**src/hdl/smv_pkg.sv**
```systemverilog
`default_nettype none
package smv_pkg;

  localparam int SAMPLE_W   = 16;
  localparam int CFG_W      = 5;
  localparam int LEN_RESET  = 5;

  typedef logic signed [SAMPLE_W-1:0] sample_t;
  typedef logic [CFG_W-1:0]           cfg_t;

  // per-cell flags shared along the chain
  typedef struct packed {
    logic le;         // cell value <= incoming sample
    logic del_hit;    // cell holds the oldest sample
    logic del_below;  // oldest sample sits in a lower cell
  } smv_flags_t;

endpackage
`default_nettype wire

```
**src/hdl/smv_cell.sv**
```systemverilog
`default_nettype none
module smv_cell
  import smv_pkg::*;
#(
  parameter int AGE_W = 4
) (
  input  wire logic             clk,
  input  wire logic             rst_n,
  input  wire logic             shift,
  input  wire sample_t          new_sample,
  input  wire logic [AGE_W-1:0] oldest_age,
  input  wire logic [AGE_W-1:0] init_age,
  input  wire sample_t          prev_val,
  input  wire logic [AGE_W-1:0] prev_age,
  input  wire smv_flags_t       prev_flags,
  input  wire sample_t          next_val,
  input  wire logic [AGE_W-1:0] next_age,
  input  wire smv_flags_t       next_flags,
  output      sample_t          val,
  output      logic [AGE_W-1:0] age,
  output      smv_flags_t       flags
);

  sample_t          val_r, val_nxt;
  logic [AGE_W-1:0] age_r, age_nxt;
  logic             take_next, take_self_lo;
  logic             ci_le, cim1_le;
  sample_t          ci_val, cim1_val;
  logic [AGE_W-1:0] ci_age, cim1_age;

  assign val = val_r;
  assign age = age_r;

  always_comb begin
    flags.le        = (val_r <= new_sample);
    flags.del_hit   = (age_r == oldest_age);
    flags.del_below = prev_flags.del_below | prev_flags.del_hit;
  end

  // compacted list (oldest removed): entry here and entry one below
  always_comb begin
    take_next    = flags.del_below | flags.del_hit;
    take_self_lo = flags.del_below;
    ci_le    = take_next ? next_flags.le : flags.le;
    ci_val   = take_next ? next_val : val_r;
    ci_age   = take_next ? next_age : age_r;
    cim1_le  = take_self_lo ? flags.le : prev_flags.le;
    cim1_val = take_self_lo ? val_r : prev_val;
    cim1_age = take_self_lo ? age_r : prev_age;

    if (ci_le) begin
      val_nxt = ci_val;
      age_nxt = ci_age + AGE_W'(1);
    end else if (cim1_le) begin
      val_nxt = new_sample;
      age_nxt = '0;
    end else begin
      val_nxt = cim1_val;
      age_nxt = cim1_age + AGE_W'(1);
    end
  end

  always_ff @(posedge clk) begin
    if (!rst_n) begin
      val_r <= '0;
      age_r <= init_age;
    end else if (shift) begin
      val_r <= val_nxt;
      age_r <= age_nxt;
    end
  end

endmodule
`default_nettype wire

```
**config.mk**
```make
export PLATFORM = sky130hd
export DESIGN_NAME = smv_cell
export DESIGN_NICKNAME = d
export VERILOG_FILES = /design/src/hdl/smv_pkg.sv /design/src/hdl/smv_cell.sv
export SDC_FILE = /design/constraint.sdc
export NUM_CORES = 1
export LEC_CHECK = 0
export ABC_AREA = 1
export BUFFER_PORTS_ARGS = -buffer_cell sky130_fd_sc_hd__buf_2
export CAP_MARGIN = 5
export CORE_ASPECT_RATIO = 2
export CORE_MARGIN = 2
export CORE_UTILIZATION = 35
export DETAILED_ROUTE_END_ITERATION = 7
export PLACE_DENSITY = 0.63
export SLEW_MARGIN = 20
export SYNTH_ARGS = -nofsm -noshare
export SYNTH_HDL_FRONTEND = slang
export SYNTH_SLANG_ARGS = --single-unit
```
**constraint.sdc**
```tcl
create_clock -name clk -period 4.2 [get_ports clk]
set_input_delay 0 -clock clk [delete_from_list [all_inputs] [get_ports clk]]
set_output_delay 0 -clock clk [all_outputs]
set_load 0.1 [all_outputs]
```
Word-level counts from Yosys, hierarchy flattened
Cells that the tools add are included.

Register bits: 20. Bits of input ports: 73. Logic and storage cells: 24.

Add/subtract/negate cells: 2. Magnitude comparators: 1. Equal/unequal tests: 4. Mux-type cells: 12. Bitwise gates (word level): 2. Reductions and logical operators: 1.

Operators with widths (number): $mux 16 (4); $mux 4 (6); $le 16x16->1 (1); $add 4x1->4 const B (2); $eq 4x4->1 (1); $ne 3x1->1 const B (1); $reduce_and 3->1 (1); $mux 1 (2); $ne 2x1->1 const B (1); $ne 2x2->1 const B (1); $or 1x1->1 (2).

Logic depth before layout (Yosys ltp)
Gate-level depths: netlist of run 1.

Word-level depth: 7. Depth in mapped cells: 20.

Worst setup path after synthesis of run 1
Ideal clock, no wire load.

Kind: register to register. Start: reg val_r[15], in the netlist val[15]. End: reg age_r[0], in the netlist age[0], data pin. Library setup time: 0.254 ns. Arrival: 2.887 ns. Path slack: 1.059 ns. Stages on the path, launching flop included: 15. Buffers on the path: 1. Path through: dfxtp_1 -> ha_1 -> a21oi_1 -> o21ai_1 -> a21oi_1 -> nand2_1 -> nand2_2 -> nand3_4 -> nand2_2 -> nand2_1 -> buf_4 -> nand2_1 -> nand2_1 -> a21oi_1 -> nor2_1.

RTL lines: start: declaration (line smv_cell.sv:24) `sample_t val_r, val_nxt;`; start signal: assignment (line smv_cell.sv:68) `val_r <= val_nxt;`; end signal: assignment (line smv_cell.sv:66) `age_r <= init_age;`; end signal: assignment (line smv_cell.sv:69) `age_r <= age_nxt;`; end: declaration (line smv_cell.sv:25) `logic [AGE_W-1:0] age_r, age_nxt;`.

Final worst setup path of run 1
Start: reg val_r[15], in the netlist val[15]. End: reg age_r[0], in the netlist age[0], data pin.

Cells in the longest elaborated chain, start to end: 6. Elaborated cells on any way between the ends: 7. Those cells by class: order compare (1); mux (6).

RTL lines: $le 16x16->1 * (line smv_cell.sv:35) `flags.le = (val_r <= new_sample);`; $mux 1 (line smv_cell.sv:47) `cim1_le = take_self_lo ? flags.le : prev_flags.le;`; $mux 4 (line smv_cell.sv:54) `end else if (cim1_le) begin`; $mux 4 * (line smv_cell.sv:51) `if (ci_le) begin`; $mux 4 * (line smv_cell.sv:67) `end else if (shift) begin`; $mux 4 * (line smv_cell.sv:64) `if (!rst_n) begin`.

Every way passes the cells marked *; elsewhere a longest branch is shown, timed or not. The select of a mux whose other input is x is not followed. A chain may end at the register's enable or synchronous reset.

==> impl_metrics.json, run 1 <==
{
  "path_clk_slew_ns": 0.06,
  "seq_area_frac_synth_pct": 21.6,
  "avgSynthCellArea_um2": 6.02,
  "drive_above_1_share_pct": 26.2,
  "cap_violations": 0,
  "track_usage_pct": 19.7,
  "worstSetupPathType": "flip-flop to flip-flop",
  "ctsHoldBuffers": 0,
  "dr.pass1.iters": 4,
  "htree_levels": 1,
  "synthCells": 339,
  "ios": 96,
  "yosys_warnings": 0,
  "drcViolationCount": 0,
  "grt_pass1_wl_mm": 10.1,
  "synth_fp_nets": 430,
  "ctsResizeCount": 0,
  "grt_overflow": 0,
  "max_slew_margin_pct": 43.5,
  "portBuffers": 93,
  "vias": 2320,
  "areaGrowthSynthToFinish_pct": 26.0,
  "cts_tree": "yes",
  "nets": 515,
  "fp-row-count": 39,
  "startpoint_type": "flip-flop",
  "min_period_over_period_pct": 66.1,
  "holdWs_ns": 0.0504,
  "routedWlPerCell_um": 12.4,
  "drtIter0Drc": 56,
  "p_per_area_nw_per_um2": 414,
  "grt_pass1_vias": 2263,
  "fin_tns_setup_ns": 0,
  "dieArea_um2": 6490,
  "ys_ff_latch": 20,
  "routed_via_density": 4.79,
  "setup-violations-final": 0,
  "fin_crit_ns": 2.77,
  "critPathRequiredTime_ns": 4.21,
  "synth_cell_types": 31,
  "numCtsBuffers": 3,
  "fillers": 631,
  "synth-edff-count": 4,
  "gp_congestion": 0.845,
  "cts_buffer_depth": 2,
  "synth-async-reset-ratio_pct": 0,
  "worstSetupEndpointType": "flip-flop",
  "slew_violations": 0,
  "n_antenna_cell": 0,
  "cts_root_buf": "clkbuf_16",
  "die_w_um": 58.0,
  "fmax_mhz": 360,
  "start_util_pct": 36.0,
  "layout_common_cells": "97 x nand2_1, 93 x buf_2, 81 x nor2_1",
  "p_leak_nw": 1.51,
  "cts_sinks": 20,
  "status": "finished clean",
  "worstPathArrival_ns": 2.78,
  "coreArea_um2": 5660,
  "antenna_found_initial": 0,
  "vdd_drop_max_mv": 0.230,
  "hold_viol": 0,
  "clock_skew_ns": 0.00278,
  "grt_max_degree": 33,
  "hold_class": "input port to flip-flop",
  "cts_setup_buffers": 0,
  "clk_latency_ns": 0.25,
  "rsz0062_at_grt": "no",
  "postRouteAntennaNets": 0,
  "drt-total-wl_mm": 6.02,
  "p_total_mw": 1.06,
  "syn_area_um2": 2040,
  "synth_flop_cell": "dfxtp_1",
  "max_slew.worst_pin.slew_ns": 0.846,
  "fp.dieH_um": 112,
  "crit_fanout": 22,
  "hpwl_mm": 4.70,
  "layout_commonest_cell": "nand2_1",
  "final_core_util_pct": 45.4
}
## worst max-delay path: stages (launching register included)
cell and delay (ns):
dfxtp_1 0.33, ha_1 0.35, nand2_1 0.12, nor3_2 0.21, nand2_1 0.11, nand2_1 0.09
nand2_2 0.08, nand3_4 0.10, nand2_2 0.07, nand2_1 0.63, nor2_1 0.18, a21oi_1 0.21
nor2_1 0.06
## path summary, 6_finish.rpt
kind               start  cells past startpoint  slack, ns  endpoint
max reg2reg      val[15]                     12       1.43    age[0]
min reg2reg       val[0]                      2       0.55    val[0]
min          init_age[3]                      3       0.05    age[3]
max              val[15]                     12       1.43    age[0]
## power by group
| group | internal [mW] | switching, mW | leakage (nW) |
|---|---|---|---|
| Combinational | 0.151 | 0.461 | 1.30 |
| Clock | 0.127 | 0.0729 | 0.0385 |
| Sequential | 0.226 | 0.0255 | 0.173 |
| Total | 0.505 | 0.559 | 1.51 |
## cell type report
type / count / area, µm² / area share [%]
Timing Repair Buffer: 93 / 465 / 18.1
Clock buffer: 3 / 75.1 / 2.92
Multi-Input combinational cell: 272 / 1380 / 53.7
Tap cell: 61 / 76.3 / 2.97
Clock inverter: 1 / 3.75 / 0.146
Inverter: 34 / 128 / 4.97
Sequential cell: 20 / 440 / 17.1
## routing by layer
layer  GRT usage, %  share of wire, %  up-vias  wire [µm]
met3           1.97               3.8        9        227
met4           6.67               2.1        0        125
met5              0                 0        -          0
li1               -                 -     1225          -
met2           38.0                57       60       3450
met1           21.0                37     1026       2220
## cell usage after synthesis (2+ instances only)
cell	instances	area, µm²
o21ai_0	2	10.0
nand2_1	97	364
or2_2	2	12.5
nand3_1	21	105
dfxtp_1	16	320
edfxtp_1	4	120
clkbuf_1	3	11.3
ha_1	18	225
buf_4	5	37.5
nor2_1	81	304
nor2_4	2	22.5
buf_6	3	33.8
o21ai_1	17	85.1
inv_1	34	128
xor2_1	7	61.3
a21oi_1	9	45.0
nand2_2	4	25.0
## cells by family after synthesis
kind of cell	share of synthesized area, %
and+or+nand+nor	44.8
AOI/OAI and AO/OA	8.77
DFF	21.6
buffers and inverters	10.7
xor gates and xnor gates	3.01
adders and majority gates	11.0
## through the flow
step                area (µm²)  std cells  setup WS [ns]
finish                    2570        484           1.43
global route              2570        484           1.11
CTS                       2570        484           1.41
detailed placement        2490        480           1.43
global placement          2490        480           1.46
floorplan                 2040        339           1.06
## flip-flops by register name (all words and copies together), names as in the netlist
signal,count
val,16
age,4
Note: power is estimated with default switching activity, not from simulation.
==> run 2: changes to the inputs <==
Settings changed: PLACE_DENSITY 0.63 to 0.65.
Clock period 4.2 ns to 2.4 ns, I/O delays scaled along.
==> run 2 against run 1 <==
  * Count of clock-buffer cells in the layout unchanged
  * First-iteration DRC count decreased by 13%
  * Combinational power grew 86%
  * Clock power up 81%
  * Sequential share of layout area grew 0.43 points
  * Core utilization increased by 4.9 points
  * Total power rose by 85%
  * Register-to-register slack got worse by 1.2 ns
  * Global-route usage is 0.69 points higher
  * Critical path type unchanged
  * Critical endpoint is now age[2]
  * Largest cell class unchanged
==> impl_metrics.json, run 2 (same netlist as run 1, synthesis figures left out) <==
{
  "critPathRequiredTime_ns": 2.41,
  "p_total_mw": 1.97,
  "portBuffers": 93,
  "path_clk_slew_ns": 0.06,
  "n_antenna_cell": 0,
  "largest_reg_flops": 16,
  "max_slew_margin_pct": 67.0,
  "clkPwrFrac_pct": 18.4,
  "grt_pass1_wl_mm": 10.2,
  "hpwl_mm": 5.02,
  "hold_class": "input port to flip-flop",
  "startpoint_type": "flip-flop",
  "ios": 96,
  "cts_setup_buffers": 0,
  "cts_buffer_depth": 2,
  "fp.dieH_um": 112,
  "slowest_stage": "edfxtp_1",
  "p_per_area_nw_per_um2": 690,
  "layout_commonest_cell": "nand2_1",
  "worstPathArrival_ns": 2.22,
  "dieArea_um2": 6490,
  "max_stage_delay_ns": 0.46,
  "postRouteAntennaNets": 0,
  "power.switching_mw": 1.02,
  "drive_above_1_share_pct": 35.0,
  "status": "finished clean",
  "ctsHoldBuffers": 0,
  "worstSetupEndpointType": "flip-flop",
  "numCtsBuffers": 3,
  "clk_latency_ns": 0.26,
  "worstSetupPathType": "flip-flop to flip-flop",
  "final_core_util_pct": 50.3,
  "worst_slack_ns": 0.192,
  "grt_max_degree": 26,
  "coreArea_um2": 5660,
  "antenna_found_initial": 0,
  "fp-row-count": 39,
  "comb_power_share_pct": 57.9,
  "place_ws_ns": 0.197,
  "cp_common_cell": "nand2_1",
  "vias": 2341,
  "cts_tree": "yes",
  "drt-total-wl_mm": 6.12,
  "fin_tns_setup_ns": 0,
  "die_w_um": 58.0,
  "power.share.sequential_pct": 23.7,
  "routedWlPerCell_um": 12.4,
  "hold_viol": 0,
  "rsz0062_at_grt": "no",
  "nets": 523,
  "start_util_pct": 36.0,
  "p_leak_nw": 1.56,
  "placed_area_um2": 2760,
  "p_int_mw": 0.948,
  "min_period_over_period_pct": 92.0,
  "grt_pass1_vias": 2346,
  "fmax_mhz": 453,
  "track_usage_pct": 20.4,
  "vdd_drop_max_mv": 0.467,
  "grt_overflow": 0,
  "fin_crit_ns": 2.21,
  "clock_skew_ns": 0.00288,
  "dr.pass1.iters": 4,
  "place_inst": 488,
  "areaGrowthSynthToFinish_pct": 39.6,
  "cts_root_buf": "clkbuf_16",
  "final_cells": 492,
  "drcViolationCount": 0,
  "crit_fanout": 7,
  "max_slew.worst_pin.slew_ns": 0.499,
  "setup-violations-final": 0,
  "path_cells": "xor2_1 > nor2_1 > nand2_1 > nand2_2 > inv_2 > nand2_1 > nand2_1 > ha_1 > xor2_1 > nand2_1 > nand2_1 > a21oi_1 > nor2_1",
  "fin_area_um2": 2850,
  "layout_common_cells": "95 x nand2_1, 93 x buf_2, 81 x nor2_1",
  "ctsResizeCount": 0,
  "fillers": 633,
  "cts_sinks": 20,
  "htree_levels": 1,
  "slew_violations": 0,
  "holdWs_ns": 0.0419,
  "gp_congestion": 0.888,
  "cap_violations": 0,
  "drtIter0Drc": 49,
  "swShare_pct": 51.8,
  "routed_via_density": 4.76
}
run 2: cell types whose count changed in the layout (fill, tap and decap cells not counted), sizes merged:
cell,delta
buf,+8
run 2: area by class of cell:
class	count	area, µm²	area share, %
Multi-Input combinational cell	272	1540	53.9
Timing Repair Buffer	101	529	18.6
Sequential cell	20	500	17.6
Inverter	34	128	4.48
Tap cell	61	76.3	2.68
Clock buffer	3	75.1	2.64
Clock inverter	1	3.75	0.132
run 2: worst paths after layout:
kind,startpoint,to,slack [ns],cells after the start
hold reg to reg,val[0],val[0],0.53,2
hold / removal,next_val[7],val[7],0.04,5
setup / recovery,age[2],age[2],0.19,13
setup reg to reg,age[2],age[2],0.19,13
run 2: power by group through the flow:
stage	Clock [mW]	Combinational [mW]	Sequential, mW
finish	0.362	1.14	0.466
global route	0.386	1.25	0.473
CTS	0.376	1.15	0.467
detailed placement	0	1.14	0.474
global placement	0	1.13	0.471
floorplan	0	0.559	0.816
run 2: metal layers:
layer | wire, µm | vias up | GRT usage [%]
met5 | 0 | - | 0
met4 | 162 | 0 | 9.15
met3 | 319 | 11 | 2.56
met1 | 2200 | 1009 | 19.5
met2 | 3440 | 71 | 40.3
li1 | - | 1250 | -
run 2: critical path, delay by kind of cell, from the launching register on:
family,cells,cell delay [ns]
fa+ha+maj,1,0.22
flops,1,0.46
simple gates,8,0.66
compound gates,1,0.19
xor+xnor,2,0.34
buf+inv,1,0.10
