[src/hdl/smv_pkg.sv]
`default_nettype none
package smv_pkg;

  localparam int SAMPLE_W   = 16;
  localparam int CFG_W      = 5;
  localparam int LEN_RESET  = 5;

  typedef logic signed [SAMPLE_W-1:0] sample_t;
  typedef logic [CFG_W-1:0]           cfg_t;

  // per-cell flags shared along the chain
  typedef struct packed {
    logic le;         // cell value <= incoming sample
    logic del_hit;    // cell holds the oldest sample
    logic del_below;  // oldest sample sits in a lower cell
  } smv_flags_t;

endpackage
`default_nettype wire

[src/hdl/smv_select.sv]
`default_nettype none
module smv_select
  import smv_pkg::*;
#(
  parameter int DEPTH = 16,
  parameter int AGE_W = 4,
  parameter int LEN_W = 5
) (
  input  wire sample_t          vals [DEPTH],
  input  wire logic [AGE_W-1:0] ages [DEPTH],
  input  wire logic [LEN_W-1:0] len,
  output      sample_t          median
);

  localparam int CMP_W = (LEN_W > AGE_W) ? LEN_W : AGE_W;

  logic [DEPTH-1:0] in_win;
  logic [DEPTH-1:0] hit;
  logic [LEN_W-1:0] target;
  logic [LEN_W-1:0] rank [DEPTH];

  assign target = len >> 1;

  always_comb begin
    for (int i = 0; i < DEPTH; i++) begin
      in_win[i] = (CMP_W'(ages[i]) < CMP_W'(len));
    end
    for (int i = 0; i < DEPTH; i++) begin
      rank[i] = LEN_W'($countones(in_win & ((DEPTH'(1) << i) - DEPTH'(1))));
      hit[i]  = in_win[i] && (rank[i] == target);
    end
    median = '0;
    for (int i = 0; i < DEPTH; i++) begin
      median = median | (hit[i] ? vals[i] : sample_t'(0));
    end
  end

endmodule
`default_nettype wire
[config.mk]
export PLATFORM = sky130hd
export DESIGN_NAME = smv_select
export DESIGN_NICKNAME = d
export VERILOG_FILES = /design/src/hdl/smv_pkg.sv /design/src/hdl/smv_select.sv
export SDC_FILE = /design/constraint.sdc
export NUM_CORES = 1
export LEC_CHECK = 0
export CAP_MARGIN = 20
export CORE_AREA = 2 2 133 135
export DETAILED_ROUTE_END_ITERATION = 8
export DIE_AREA = 0 0 135 137
export DONT_BUFFER_PORTS = 1
export SETUP_SLACK_MARGIN = 0.5
export SLEW_MARGIN = 20
export SYNTH_ARGS = -nofsm -noshare
export SYNTH_HDL_FRONTEND = slang
export SYNTH_SLANG_ARGS = --single-unit
[constraint.sdc]
create_clock -name vclk -period 22
set_clock_uncertainty 0.15 [all_clocks]
set_input_delay 1.1 -clock vclk [all_inputs]
set_output_delay 1.1 -clock vclk [all_outputs]
set_load 0.005 [all_outputs]
# Yosys cells after proc, flatten, opt, wreduce, memory -nomap -nowiden
# Index checks and enable logic that the tools add are counted.
# W data, S select, Z words.
[totals]
regBits = 0
in_bits = 325
[op_classes]
n_reduce_logical = 17
n_lt_le_gt_ge = 16
n_addsub = 28
mux = 16
n_eq_ne = 15
bitwise_logic = 15
[ops]
columns = ["operator", "n"]
rows = [
  ["$mux W16", 16],
  ["$or A16 B16 Y16", 15],
  ["$lt A4 B5 Y1", 16],
  ["$eq A5 B4 Y1", 14],
  ["$add A5 B5 Y5", 9],
  ["$add A5 B1 Y5", 5],
  ["$logic_and A1 B1 Y1", 16],
  ["$add A1 B1 Y2", 7],
  ["$add A2 B2 Y3", 3],
  ["$add A2 B1 Y3", 2],
  ["$add A5 B2 Y5", 1],
  ["$logic_not A5 Y1", 1],
  ["$add A3 B3 Y4", 1],
  ["$eq A1 B4 Y1", 1],
]

# Longest topological paths before layout
# Gate-level depths: netlist of run 1.
[logic_depth]
depth_word = 19
ltp_mapped = 31
mapped_depth_nobuf = 27

# Worst setup path before layout of run 1
# OpenSTA, ideal clock, no wires.
[synth_path]
path_type = "input to output"
startpoint = "input port len[1]"
endpoint = "output port median[10]"
slack_ps = 13514
cell_stages = 29
arrival_ps = 7236
n_path_buf = 5
required_ps = 20750
path_cell_list = "buf_4 buf_4 inv_1 ha_1 a2111oi_0 nor3_1 inv_1 ha_1 inv_1 fa_1 inv_1 ha_1 buf_4 xor2_1 ha_1 a21oi_2 xor2_1 inv_2 ha_1 xnor2_1 inv_1 ha_1 xor2_1 nor4_1 and4_1 buf_1 clkbuf_1 a222oi_1 nand4_1"
[synth_between]
elab_chain_len = 19
word_cells_on_any_way = 107
cone_classes = "add/sub (28); order compare (16); eq/ne (15); mux (16); bitwise (15); reduce/logical (17)"
[synth_rtl]
columns = ["element", "line_no", "text"]
rows = [
  ["start, declared", "smv_select.sv:11", "input wire logic [LEN_W-1:0] len,"],
  ["branches (longest 18 deep; another with $lt A4 B5 Y1)", "--", ""],
  ["$or A16 B16 Y16 *", "smv_select.sv:34", "median = median | (hit[i] ? vals[i] : sample_t'(0));"],
  ["end, declared", "smv_select.sv:12", "output sample_t median"],
]
# Every way passes the cells marked *.

# Worst setup path after layout of run 1
[layout_path]
startpoint = "input port len[1]"
endpoint = "output port median[14]"
# The elaborated chain is that of the path after synthesis.

==> results of run 1 <==
through the flow:
step	utilization (%)	setup WS, ns
6_report	27.52	13.00
5_1_grt	27.45	12.20
4_1_cts	27.24	13.02
3_5_place_dp	27.24	13.05
3_3_place_gp	27.24	13.13
2_1_floorplan	-	13.51
worst min path at each step:
stage / to / slack [ns] / cells past startpoint
after floorplan: median[15] / 2.16 / 2
after global placement: median[12] / 2.19 / 2
after detailed placement: median[8] / 2.18 / 2
after CTS: median[8] / 2.19 / 2
after global routing: median[7] / 2.19 / 2
final: median[7] / 2.18 / 2
cells in the final DEF (no fill, tap or decap), types with 2 or more instances in the layout:
| master | synthesis | routed |
|---|---|---|
| nor3b_1 | 3 | 3 |
| xnor2_1 | 29 | 29 |
| o2bb2ai_1 | 3 | 3 |
| nor2b_1 | 2 | 2 |
| o211ai_1 | 7 | 7 |
| inv_1 | 47 | 47 |
| a211oi_1 | 20 | 20 |
| a22o_1 | 22 | 22 |
| nor4b_1 | 4 | 4 |
| nor4_4 | 1 | 2 |
| ha_1 | 78 | 78 |
| a21o_1 | 3 | 3 |
| nand3_1 | 25 | 25 |
| inv_2 | 3 | 3 |
| o21a_1 | 4 | 4 |
| a31oi_1 | 3 | 3 |
| nand4_1 | 12 | 12 |
| diode_2 | 0 | 9 |
| a21oi_1 | 22 | 22 |
| o32ai_1 | 2 | 2 |
| mux2i_1 | 2 | 2 |
| nor3_4 | 1 | 5 |
| buf_4 | 8 | 2 |
| nand2_1 | 28 | 28 |
| a2111oi_4 | 1 | 2 |
| nor2_1 | 37 | 37 |
| fa_1 | 16 | 16 |
| o21ai_0 | 19 | 19 |
| nand2b_1 | 9 | 9 |
| a221oi_1 | 13 | 13 |
| nor3_1 | 17 | 17 |
| a2111oi_0 | 4 | 4 |
| o2111a_1 | 2 | 2 |
| xor2_1 | 23 | 23 |
| a222oi_1 | 16 | 16 |
| a22oi_1 | 42 | 42 |
layout make-up:
type / count / area (um^2) / share of cell area (%)
diodes: 9 / 22.52 / 0.4797
inverters: 50 / 187.7 / 3.998
multi-input cells: 496 / 4188 / 89.21
well taps: 225 / 281.5 / 5.997
repair buffers: 2 / 15.01 / 0.3198
logic make-up (layout without fill, tap and decap cells):
family	after synthesis	in the layout	synth area share [%]
AOI/OAI and AO/OA	193	193	33.32
xor gates and xnor gates	54	54	11.15
adders and majority gates	96	96	29.44
buffers and inverters	79	52	7.800
muxes	2	2	0.4473
other	0	9	0
and+or+nand+nor	151	151	17.84
power by group through the flow:
stage / clock network, mW / registers [mW] / logic, mW
detailed placement: 0 / 0 / 0.573
global route: 0.0000000244 / 0 / 0.652
finish: 0.0000000550 / 0 / 0.587
global placement: 0 / 0 / 0.567
floorplan: 0 / 0 / 0.448
CTS: 0 / 0 / 0.576
metal layers:
layer,part of all wire (%),GRT usage [%],vias to the layer above
met5,0.19,0,-
met4,2.1,3.877,8
met3,13,10.81,28
met2,48,37.90,243
met1,37,24.45,2206
li1,-,-,2184
==> impl_results.html, run 1 <==
<table>
<tr><th>Metric</th><th>Value</th></tr>
<tr><th colspan="2">Setup path</th></tr>
<tr><td>Crit. Startpoint</td><td>len[1]</td></tr>
<tr><td>Worst path bufs/invs</td><td>6</td></tr>
<tr><td>List of cells traversed by the critical path</td><td>inv_1 &gt; ha_1 &gt; a2111oi_0 &gt; nor3_1 &gt; inv_1 &gt; ha_1 &gt; inv_1 &gt; fa_1 &gt; inv_1 &gt; ha_1 &gt; xor2_1 &gt; ha_1 &gt; a21oi_2 &gt; xor2_1 &gt; inv_2 &gt; ha_1 &gt; xnor2_1 &gt; inv_1 &gt; xnor2_1 &gt; a2111oi_0 &gt; o311a_1 &gt; a211oi_1 &gt; nand3_1</td></tr>
<tr><td>Highest-delay cell along the critical path</td><td>o311a_1</td></tr>
<tr><td>Setup Crit Path Kind</td><td>input pin to output port</td></tr>
<tr><td>Critical Path Stages</td><td>23</td></tr>
<tr><td>Arrival time of data at the critical path endpoint</td><td>7.75 ns</td></tr>
<tr><td>CP Capture Point</td><td>median[14]</td></tr>
<tr><td>Worst-path maximum fanout</td><td>18</td></tr>
<tr><td>Gate family responsible for the most delay along the worst path</td><td>compound AO/OA/AOI/OAI gates</td></tr>
<tr><td>Startpoint kind of the worst setup timing path</td><td>input pin</td></tr>
<tr><td>Stage delay of the slowest cell on the critical path</td><td>0.75 ns</td></tr>
<tr><td>CP required</td><td>20.75 ns</td></tr>
<tr><td>Critical path endpoint category</td><td>output port</td></tr>
<tr><th colspan="2">Global route</th></tr>
<tr><td>Number of global-route vias before repair</td><td>4414</td></tr>
<tr><td>Total global-route track usage</td><td>21.84%</td></tr>
<tr><td>Pin count of the biggest net entering global routing</td><td>22</td></tr>
<tr><td>Number of antenna violations at the first check in global routing</td><td>14</td></tr>
<tr><td>Global-route wire length before repair</td><td>29080 um</td></tr>
<tr><td>Remaining global-route overflow</td><td>0</td></tr>
<tr><th colspan="2">Route</th></tr>
<tr><td>Number of nets with antenna violations after detailed routing</td><td>0</td></tr>
<tr><td>Wire length per cell after detailed routing</td><td>28.12 um</td></tr>
<tr><td>Total via count in the routed design</td><td>4669</td></tr>
<tr><td>Starting DRC count in detailed routing</td><td>419</td></tr>
<tr><td>Sum of routed wire length over all layers</td><td>21990 um</td></tr>
<tr><td>Via/cell ratio</td><td>5.971</td></tr>
<tr><td>DRC violations left</td><td>0</td></tr>
<tr><td>Total iterations of the first detailed-routing run</td><td>6</td></tr>
<tr><th colspan="2">Synth</th></tr>
<tr><td>Average cell area after synthesis</td><td>7.784 um^2</td></tr>
<tr><td>Synthesized instance count</td><td>575</td></tr>
<tr><td>Post-synth top cells</td><td>ha_1 (78), inv_1 (47), a22oi_1 (42)</td></tr>
<tr><td>Sequential fraction of the synthesis area</td><td>0%</td></tr>
<tr><td>Number of different library cells in the post-synthesis netlist</td><td>63</td></tr>
<tr><td>Count of yosys warnings during synthesis</td><td>0</td></tr>
<tr><td>Fraction of post-synthesis cell area in the top cell type by area</td><td>21.81%</td></tr>
<tr><td>Cell type with the largest total area after synthesis</td><td>ha_1</td></tr>
<tr><td>Largest cells by area after synthesis</td><td>ha_1 (22%), fa_1 (7.2%), a22oi_1 (7.0%)</td></tr>
<tr><td>Most instantiated library cell after synthesis</td><td>ha_1</td></tr>
<tr><td>Number of nets produced by synthesis</td><td>994</td></tr>
<tr><td>Mapped Area</td><td>4476 um^2</td></tr>
<tr><th colspan="2">Power</th></tr>
<tr><td>Fraction of power consumed by the clock network</td><td>0%</td></tr>
<tr><td>Max VDD drop</td><td>0.06028 mV</td></tr>
<tr><td>Internal portion of total power</td><td>0.2334 mW</td></tr>
<tr><td>Total design power</td><td>0.5871 mW</td></tr>
<tr><td>Static Leak</td><td>1.865 nW</td></tr>
<tr><td>Switching power summed over all nets</td><td>0.3537 mW</td></tr>
<tr><td>Pwr dens</td><td>125.1 nW/um^2</td></tr>
<tr><td>Power share of the sequential group</td><td>0%</td></tr>
<tr><td>Switching power share of the total</td><td>60.24%</td></tr>
<tr><td>Portion of total power attributed to combinational logic</td><td>100.0%</td></tr>
<tr><th colspan="2">Finish</th></tr>
<tr><td>Clock buffer count in the final layout</td><td>0</td></tr>
<tr><td>Filler cells</td><td>1881</td></tr>
<tr><td>Final cell count without fillers</td><td>782</td></tr>
<tr><td>Summed area of non-filler cells in the final layout</td><td>4695 um^2</td></tr>
<tr><td>Area taken by flip-flops and latches</td><td>0 um^2</td></tr>
<tr><td>Synth-to-Final Area Change</td><td>4.892%</td></tr>
<tr><td>Count of nets after finishing</td><td>969</td></tr>
<tr><td>Fraction of layout instances using a drive strength above 1</td><td>3.832%</td></tr>
<tr><td>Number of flip-flops and latches</td><td>0</td></tr>
<tr><th colspan="2">Die</th></tr>
<tr><td>Initial cell density of the core</td><td>26.24%</td></tr>
<tr><td>Number of I/O pins</td><td>341</td></tr>
<tr><td>Vertical extent of the die</td><td>137 um</td></tr>
<tr><td>Total number of placement rows</td><td>48</td></tr>
<tr><td>Die footprint</td><td>18500 um^2</td></tr>
<tr><td>Die X</td><td>135 um</td></tr>
<tr><td>Placeable core area</td><td>17060 um^2</td></tr>
<tr><th colspan="2">STA</th></tr>
<tr><td>Relative slew slack</td><td>27.60%</td></tr>
<tr><td>Share of the cycle needed by the critical path after routing</td><td>40.90%</td></tr>
<tr><td>Total Neg Setup Slack</td><td>0 ns</td></tr>
<tr><td>Pin slew with the least headroom to its limit</td><td>1.078 ns</td></tr>
<tr><td>Final count of negative-setup-slack endpoints</td><td>0</td></tr>
<tr><td>Final Max Tran Viols</td><td>0</td></tr>
<tr><td>Minimum period implied by the final worst setup slack</td><td>8.998 ns</td></tr>
<tr><td>Maximum clock frequency</td><td>111.1 MHz</td></tr>
<tr><td>Hold Vio Cnt, Final</td><td>0</td></tr>
<tr><td>RSZ-0062 raised after global routing</td><td>no</td></tr>
<tr><td>Hold_ws</td><td>2.183 ns</td></tr>
<tr><th colspan="2">Placement</th></tr>
<tr><td>Count of buffers inserted at the top-level ports</td><td>0</td></tr>
<tr><td>Placement Cell Area</td><td>4647 um^2</td></tr>
<tr><td>Half-perimeter wire length of the detailed placement result</td><td>19410 um</td></tr>
<tr><td>Instance count after placement with tap cells included</td><td>773</td></tr>
<tr><td>Final Wtd Congestion</td><td>0.8386</td></tr>
<tr><th colspan="2">Clock network</th></tr>
<tr><td>Hold Buf Count CTS</td><td>0</td></tr>
<tr><td>Number of buffers added for setup after CTS</td><td>0</td></tr>
<tr><td>Post-cts repair resize count</td><td>0</td></tr>
<tr><th colspan="2">Run status</th></tr>
<tr><td>Result of the run</td><td>finished clean</td></tr>
<tr><th colspan="2">Run</th></tr>
<tr><td>Count of maximum capacitance violations</td><td>0</td></tr>
<tr><th colspan="2">Hold path</th></tr>
<tr><td>Hold Crit Start</td><td>vals[7]</td></tr>
<tr><td>Path category of the worst min-delay check</td><td>input pin to output port</td></tr>
</table>
(Power assumes the default switching activity.)
==> run 2, diff against run 1 <==
==> constraint.sdc (replaced) <==
create_clock -name vclk -period 8
set_clock_uncertainty 0.15 [all_clocks]
set_input_delay 0.4 -clock vclk [all_inputs]
set_output_delay 0.4 -clock vclk [all_outputs]
set_load 0.005 [all_outputs]
==> impl_results.html, run 2 (synthesized netlist as in run 1, its figures left out) <==
<table>
<tr><th>Metric</th><th>Value</th></tr>
<tr><th colspan="2">Finish</th></tr>
<tr><td>Clock buffer count in the final layout</td><td>0 (unchanged)</td></tr>
<tr><td>Number of flip-flops and latches</td><td>0 (unchanged)</td></tr>
<tr><td>Summed area of non-filler cells in the final layout</td><td>4771 um^2 (was 4695 um^2)</td></tr>
<tr><td>Multi-input gate area in the final layout</td><td>4192 um^2 (was 4188 um^2)</td></tr>
<tr><td>Leading cell type in the layout, fill and taps excluded</td><td>ha_1 (unchanged)</td></tr>
<tr><td>Synth-to-Final Area Change</td><td>6.598% (was 4.892%)</td></tr>
<tr><td>Count of nets after finishing</td><td>978 (was 969)</td></tr>
<tr><td>Area taken by flip-flops and latches</td><td>0 um^2 (unchanged)</td></tr>
<tr><td>Filler cells</td><td>1894 (was 1881)</td></tr>
<tr><td>Fraction of layout instances using a drive strength above 1</td><td>5.925% (was 3.832%)</td></tr>
<tr><td>Most used cells in the layout excluding fill and tap cells</td><td>ha_1 (78), inv_1 (47), a22oi_1 (42) (unchanged)</td></tr>
<tr><th colspan="2">Setup path</th></tr>
<tr><td>Arrival time of data at the critical path endpoint</td><td>6.47 ns (was 7.75 ns)</td></tr>
<tr><td>Startpoint kind of the worst setup timing path</td><td>input pin (unchanged)</td></tr>
<tr><td>CP required</td><td>7.45 ns (was 20.75 ns)</td></tr>
<tr><td>Setup Crit Path Kind</td><td>input pin to output port (unchanged)</td></tr>
<tr><td>Worst-path maximum fanout</td><td>16 (was 18)</td></tr>
<tr><td>Critical path endpoint category</td><td>output port (unchanged)</td></tr>
<tr><th colspan="2">Power</th></tr>
<tr><td>Static Leak</td><td>1.909 nW (was 1.865 nW)</td></tr>
<tr><td>Pwr dens</td><td>346.7 nW/um^2 (was 125.1 nW/um^2)</td></tr>
<tr><td>Max VDD drop</td><td>0.2189 mV (was 0.06028 mV)</td></tr>
<tr><th colspan="2">Route</th></tr>
<tr><td>DRC violations left</td><td>0 (unchanged)</td></tr>
<tr><td>Total iterations of the first detailed-routing run</td><td>9 (was 6)</td></tr>
<tr><td>Number of nets with antenna violations after detailed routing</td><td>0 (unchanged)</td></tr>
<tr><td>Sum of routed wire length over all layers</td><td>22500 um (was 21990 um)</td></tr>
<tr><td>Via/cell ratio</td><td>6.000 (was 5.971)</td></tr>
<tr><td>Total via count in the routed design</td><td>4758 (was 4669)</td></tr>
<tr><td>Wire length per cell after detailed routing</td><td>28.37 um (was 28.12 um)</td></tr>
<tr><td>Starting DRC count in detailed routing</td><td>468 (was 419)</td></tr>
<tr><th colspan="2">Die</th></tr>
<tr><td>Number of I/O pins</td><td>341 (unchanged)</td></tr>
<tr><td>Vertical extent of the die</td><td>137 um (unchanged)</td></tr>
<tr><td>Initial cell density of the core</td><td>26.24% (unchanged)</td></tr>
<tr><td>Die footprint</td><td>18500 um^2 (unchanged)</td></tr>
<tr><td>Die X</td><td>135 um (unchanged)</td></tr>
<tr><td>Placeable core area</td><td>17060 um^2 (unchanged)</td></tr>
<tr><td>Total number of placement rows</td><td>48 (unchanged)</td></tr>
<tr><th colspan="2">Hold path</th></tr>
<tr><td>Cell count of the worst hold path</td><td>2 (unchanged)</td></tr>
<tr><td>Hold worst-path end</td><td>median[7] (unchanged)</td></tr>
<tr><td>Hold Crit Start</td><td>vals[7] (unchanged)</td></tr>
<tr><td>Path category of the worst min-delay check</td><td>input pin to output port (unchanged)</td></tr>
<tr><th colspan="2">Global route</th></tr>
<tr><td>Number of antenna violations at the first check in global routing</td><td>12 (was 14)</td></tr>
<tr><td>Global-route wire length before repair</td><td>29460 um (was 29080 um)</td></tr>
<tr><td>Total global-route track usage</td><td>21.98% (was 21.84%)</td></tr>
<tr><td>M2 GR Usage</td><td>37.28% (was 37.90%)</td></tr>
<tr><td>Met3 usage in global routing</td><td>9.815% (was 10.81%)</td></tr>
<tr><td>Number of global-route vias before repair</td><td>4461 (was 4414)</td></tr>
<tr><td>Pin count of the biggest net entering global routing</td><td>22 (unchanged)</td></tr>
<tr><td>Met1 track demand over resource in global routing</td><td>25.46% (was 24.45%)</td></tr>
<tr><td>Remaining global-route overflow</td><td>0 (unchanged)</td></tr>
<tr><td>Most utilized layer in the global route result</td><td>met2 (unchanged)</td></tr>
<tr><th colspan="2">Run</th></tr>
<tr><td>Count of maximum capacitance violations</td><td>0 (unchanged)</td></tr>
<tr><th colspan="2">STA</th></tr>
<tr><td>Hold Vio Cnt, Final</td><td>0 (unchanged)</td></tr>
<tr><td>Relative slew slack</td><td>33.19% (was 27.60%)</td></tr>
<tr><td>Maximum clock frequency</td><td>142.5 MHz</td></tr>
<tr><td>Share of the cycle needed by the critical path after routing</td><td>87.75%</td></tr>
<tr><td>Final count of negative-setup-slack endpoints</td><td>0 (unchanged)</td></tr>
<tr><td>Final Max Tran Viols</td><td>0 (unchanged)</td></tr>
<tr><td>RSZ-0062 raised after global routing</td><td>no (unchanged)</td></tr>
<tr><td>Total Neg Setup Slack</td><td>0 ns (unchanged)</td></tr>
<tr><td>Pin slew with the least headroom to its limit</td><td>0.9947 ns (was 1.078 ns)</td></tr>
<tr><td>Minimum period implied by the final worst setup slack</td><td>7.020 ns</td></tr>
<tr><th colspan="2">Placement</th></tr>
<tr><td>Count of buffers inserted at the top-level ports</td><td>0 (unchanged)</td></tr>
<tr><td>Placement Cell Area</td><td>4700 um^2 (was 4647 um^2)</td></tr>
<tr><td>Final Wtd Congestion</td><td>0.8641 (was 0.8386)</td></tr>
<tr><td>Half-perimeter wire length of the detailed placement result</td><td>19620 um (was 19410 um)</td></tr>
<tr><th colspan="2">Run status</th></tr>
<tr><td>Result of the run</td><td>finished clean (unchanged)</td></tr>
<tr><th colspan="2">Clock network</th></tr>
<tr><td>Hold Buf Count CTS</td><td>0 (unchanged)</td></tr>
</table>
run 2: metrics by stage:
stage	power (mW)	std cells	util [%]	worst slack (ns)	hold slack (ns)
after global routing	1.831	786	27.87	0.5386	0.8000
after CTS	1.611	780	27.55	0.7285	0.7883
after detailed placement	1.602	780	27.55	0.7560	0.7883
final	1.654	793	27.97	0.9803	0.7870
after floorplan	1.231	575	-	0.9142	0.7595
after global placement	1.580	780	27.55	0.8383	0.7846
run 2: worst max-delay path by stage:
| stage | start | slack [ns] | cells after the start | end |
|---|---|---|---|---|
| 2_1_floorplan | len[1] | 0.91 | 29 | median[10] |
| 3_3_place_gp | len[1] | 0.84 | 26 | median[0] |
| 3_5_place_dp | len[1] | 0.76 | 26 | median[0] |
| 4_1_cts | len[1] | 0.73 | 26 | median[0] |
| 5_1_grt | len[1] | 0.54 | 27 | median[0] |
| 6_report | len[1] | 0.98 | 27 | median[0] |
run 2: worst max-delay path: stages:
cell and delay (ns):
inv_1 0.10, buf_4 0.23, ha_1 0.27, o21ai_0 0.06, nor4b_1 0.15, nor3_1 0.27
nand2_1 0.11, ha_1 0.34, inv_1 0.06, fa_1 0.44, inv_1 0.08, ha_1 0.40
xor2_1 0.24, ha_1 0.23, a21oi_2 0.19, xor2_2 0.23, inv_2 0.11, ha_1 0.37
xnor2_1 0.30, inv_1 0.16, ha_1 0.26, xnor2_1 0.13, a21oi_1 0.14, o32ai_1 0.09
and4_2 0.37, a222oi_1 0.51, nand4_1 0.20
run 2: area by class of cell:
cell class / count / share of cell area, %
Tap cell: 225 / 5.901
Multi-Input combinational cell: 496 / 87.86
Timing Repair Buffer: 11 / 1.731
Inverter: 50 / 3.934
Antenna cell: 11 / 0.5770
run 2: power breakdown:
part | internal (mW) | switching (mW)
logic | 0.667 | 0.987
clock network | 0.000000185 | 0
registers | 0 | 0
total | 0.667 | 0.987
run 2: what timing repair did:
action	in CTS	in global routing
buffers inserted	0	2
endpoints found under the setup margin	0	16
resized for setup	0	3
run 2: per-layer routing:
| layer | wire [um] | part of all wire [%] | up-vias |
|---|---|---|---|
| met4 | 523 | 2.3 | 2 |
| li1 | - | - | 2211 |
| met1 | 8448 | 38 | 2227 |
| met2 | 10670 | 47 | 282 |
| met5 | 13 | 0.058 | - |
| met3 | 2840 | 13 | 36 |
==> run 3, diff against run 2 <==
--- a/config.mk
+++ b/config.mk
@@ -5,11 +5,10 @@
 export SDC_FILE = /design/constraint.sdc
 export NUM_CORES = 1
 export LEC_CHECK = 0
-export CAP_MARGIN = 20
-export CORE_AREA = 2 2 133 135
+export BUFFER_PORTS_ARGS = -buffer_cell sky130_fd_sc_hd__buf_4
+export CORE_AREA = 2 2 131 133
 export DETAILED_ROUTE_END_ITERATION = 8
-export DIE_AREA = 0 0 135 137
-export DONT_BUFFER_PORTS = 1
+export DIE_AREA = 0 0 133 135
 export SETUP_SLACK_MARGIN = 0.5
 export SLEW_MARGIN = 20
 export SYNTH_ARGS = -nofsm -noshare
==> impl_results.html, run 3 (synthesized netlist as in run 1, its figures left out) <==
<table>
<tr><th>Metric</th><th>Value</th></tr>
<tr><th colspan="2">Placement</th></tr>
<tr><td>Final Wtd Congestion</td><td>0.9254 (was 0.8641)</td></tr>
<tr><td>Half-perimeter wire length of the detailed placement result</td><td>20600 um (was 19620 um)</td></tr>
<tr><td>Count of buffers inserted at the top-level ports</td><td>341 (was 0)</td></tr>
<tr><td>Instance count after placement with tap cells included</td><td>1116 (was 780)</td></tr>
<tr><td>Pre-CTS WS</td><td>0.4684 ns (was 0.7560 ns)</td></tr>
<tr><th colspan="2">Global route</th></tr>
<tr><td>Global-route wire length before repair</td><td>34960 um (was 29460 um)</td></tr>
<tr><td>Total global-route track usage</td><td>25.14% (was 21.98%)</td></tr>
<tr><td>Remaining global-route overflow</td><td>0 (unchanged)</td></tr>
<tr><td>Number of global-route vias before repair</td><td>5833 (was 4461)</td></tr>
<tr><td>Pin count of the biggest net entering global routing</td><td>22 (unchanged)</td></tr>
<tr><td>Number of antenna violations at the first check in global routing</td><td>2 (was 12)</td></tr>
<tr><th colspan="2">Run status</th></tr>
<tr><td>Result of the run</td><td>finished with violations (was finished clean)</td></tr>
<tr><td>Failing checks</td><td>design-rule violations</td></tr>
<tr><th colspan="2">Die</th></tr>
<tr><td>Placeable core area</td><td>16410 um^2 (was 17060 um^2)</td></tr>
<tr><td>Initial cell density of the core</td><td>27.28% (was 26.24%)</td></tr>
<tr><td>Number of I/O pins</td><td>341 (unchanged)</td></tr>
<tr><td>Total number of placement rows</td><td>47 (was 48)</td></tr>
<tr><td>Vertical extent of the die</td><td>135 um (was 137 um)</td></tr>
<tr><td>Die X</td><td>133 um (was 135 um)</td></tr>
<tr><td>Die footprint</td><td>17960 um^2 (was 18500 um^2)</td></tr>
<tr><th colspan="2">Finish</th></tr>
<tr><td>Final cell count without fillers</td><td>1126 (was 793)</td></tr>
<tr><td>Number of flip-flops and latches</td><td>0 (unchanged)</td></tr>
<tr><td>Synth-to-Final Area Change</td><td>64.61% (was 6.598%)</td></tr>
<tr><td>Filler cells</td><td>1674 (was 1894)</td></tr>
<tr><td>Count of nets after finishing</td><td>1325 (was 978)</td></tr>
<tr><td>Area taken by flip-flops and latches</td><td>0 um^2 (unchanged)</td></tr>
<tr><td>Leading cell type in the layout, fill and taps excluded</td><td>buf_4 (was ha_1)</td></tr>
<tr><td>Most used cells in the layout excluding fill and tap cells</td><td>buf_4 (356), ha_1 (78), inv_1 (46) (was ha_1 (78), inv_1 (47), a22oi_1 (42))</td></tr>
<tr><td>Clock buffer count in the final layout</td><td>0 (unchanged)</td></tr>
<tr><td>End-of-flow core utilization</td><td>44.90% (was 27.97%)</td></tr>
<tr><td>Fraction of layout instances using a drive strength above 1</td><td>42.37% (was 5.925%)</td></tr>
<tr><th colspan="2">Route</th></tr>
<tr><td>Total iterations of the first detailed-routing run</td><td>9 (unchanged)</td></tr>
<tr><td>Sum of routed wire length over all layers</td><td>24000 um (was 22500 um)</td></tr>
<tr><td>Via/cell ratio</td><td>5.285 (was 6.000)</td></tr>
<tr><td>Wire length per cell after detailed routing</td><td>21.31 um (was 28.37 um)</td></tr>
<tr><td>Starting DRC count in detailed routing</td><td>498 (was 468)</td></tr>
<tr><td>DRC violations left</td><td>1 (was 0)</td></tr>
<tr><td>Number of nets with antenna violations after detailed routing</td><td>0 (unchanged)</td></tr>
<tr><td>Total via count in the routed design</td><td>5951 (was 4758)</td></tr>
<tr><th colspan="2">STA</th></tr>
<tr><td>Hold Vio Cnt, Final</td><td>0 (unchanged)</td></tr>
<tr><td>Minimum period implied by the final worst setup slack</td><td>7.148 ns (was 7.020 ns)</td></tr>
<tr><td>RSZ-0062 raised after global routing</td><td>no (unchanged)</td></tr>
<tr><td>Minimum setup slack in the final design</td><td>0.8520 ns (was 0.9803 ns)</td></tr>
<tr><td>Share of the cycle needed by the critical path after routing</td><td>89.35% (was 87.75%)</td></tr>
<tr><td>Total Neg Setup Slack</td><td>0 ns (unchanged)</td></tr>
<tr><td>Maximum clock frequency</td><td>139.9 MHz (was 142.5 MHz)</td></tr>
<tr><td>Final Max Tran Viols</td><td>0 (unchanged)</td></tr>
<tr><td>Pin slew with the least headroom to its limit</td><td>1.102 ns (was 0.9947 ns)</td></tr>
<tr><td>Relative slew slack</td><td>25.97% (was 33.19%)</td></tr>
<tr><td>Final count of negative-setup-slack endpoints</td><td>0 (unchanged)</td></tr>
<tr><th colspan="2">Setup path</th></tr>
<tr><td>Arrival time of data at the critical path endpoint</td><td>6.60 ns (was 6.47 ns)</td></tr>
<tr><td>Critical Path Stages</td><td>27 (unchanged)</td></tr>
<tr><td>Most repeated library cell on the critical path</td><td>ha_1 (unchanged)</td></tr>
<tr><td>Critical path endpoint category</td><td>output port (unchanged)</td></tr>
<tr><td>Worst-path maximum fanout</td><td>16 (unchanged)</td></tr>
<tr><td>Gate family responsible for the most delay along the worst path</td><td>adder cells (unchanged)</td></tr>
<tr><td>Highest-delay cell along the critical path</td><td>a2111oi_1 (was a222oi_1)</td></tr>
<tr><td>Worst path bufs/invs</td><td>8 (was 6)</td></tr>
<tr><td>CP required</td><td>7.45 ns (about the same)</td></tr>
<tr><td>Stage delay of the slowest cell on the critical path</td><td>0.53 ns (was 0.51 ns)</td></tr>
<tr><td>Setup Crit Path Kind</td><td>input pin to output port (unchanged)</td></tr>
<tr><td>Startpoint kind of the worst setup timing path</td><td>input pin (unchanged)</td></tr>
<tr><th colspan="2">Power</th></tr>
<tr><td>Pwr dens</td><td>268.3 nW/um^2 (was 346.7 nW/um^2)</td></tr>
<tr><td>Static Leak</td><td>3.583 nW (was 1.909 nW)</td></tr>
<tr><td>Max VDD drop</td><td>0.1631 mV (was 0.2189 mV)</td></tr>
<tr><th colspan="2">Run</th></tr>
<tr><td>Count of maximum capacitance violations</td><td>0 (unchanged)</td></tr>
<tr><th colspan="2">Hold path</th></tr>
<tr><td>Cell count of the worst hold path</td><td>4 (was 2)</td></tr>
<tr><td>Path category of the worst min-delay check</td><td>input pin to output port (unchanged)</td></tr>
<tr><th colspan="2">Clock network</th></tr>
<tr><td>Hold Buf Count CTS</td><td>0 (unchanged)</td></tr>
</table>
run 3: changes by cell type in the layout (fill, tap and decap cells not counted), sizes merged:
cell / before / now
inv: 50 / 49
diode: 11 / 2
buf: 11 / 357
clkinvlp: 0 / 1
clkbuf: 0 / 1
run 3: what timing repair did:
action / in CTS / in global routing
resized for setup: 3 / 4
gates cloned: 0 / 0
setup buffers: 0 / 6
setup endpoints to repair: 13 / 16
run 3: final timing paths:
check,start,endpoint,slack (ns)
min,vals[36],median[4],0.96
max,len[1],median[1],0.85
run 3: layout make-up:
class	instances	area (um^2)	area share (%)
well taps	220	275.3	3.736
multi-input cells	496	4198	56.98
diodes	2	5.005	0.06793
inverters	50	191.4	2.599
repair buffers	358	2698	36.62
run 3: report_power, final:
group	total (mW)	switching, mW	internal [mW]	leakage (nW)
Combinational	1.98	1.04	0.933	3.58
Sequential	0	0	0	0
Clock	0.0000000335	0	0.0000000335	0.0000127
Total	1.98	1.04	0.933	3.58
run 3: per-stage QoR:
| stage | power, mW | cell area, um^2 | hold slack [ns] |
|---|---|---|---|
| after floorplan | 1.231 | 4476 | 0.7595 |
| after global placement | 1.922 | 7253 | 0.9609 |
| after detailed placement | 1.934 | 7253 | 0.9636 |
| after CTS | 1.946 | 7264 | 0.9668 |
| after global routing | 2.166 | 7367 | 0.9799 |
| final | 1.977 | 7367 | 0.9645 |
run 3: per-layer routing:
metal	global-route usage (%)	vias to the layer above	wire (um)	share of wire [%]
li1	-	2887	-	-
met1	33.13	2771	10170	42
met2	42.29	273	11270	47
met3	6.269	20	2159	9.0
met4	4.002	0	397	1.7
met5	0	-	0	0
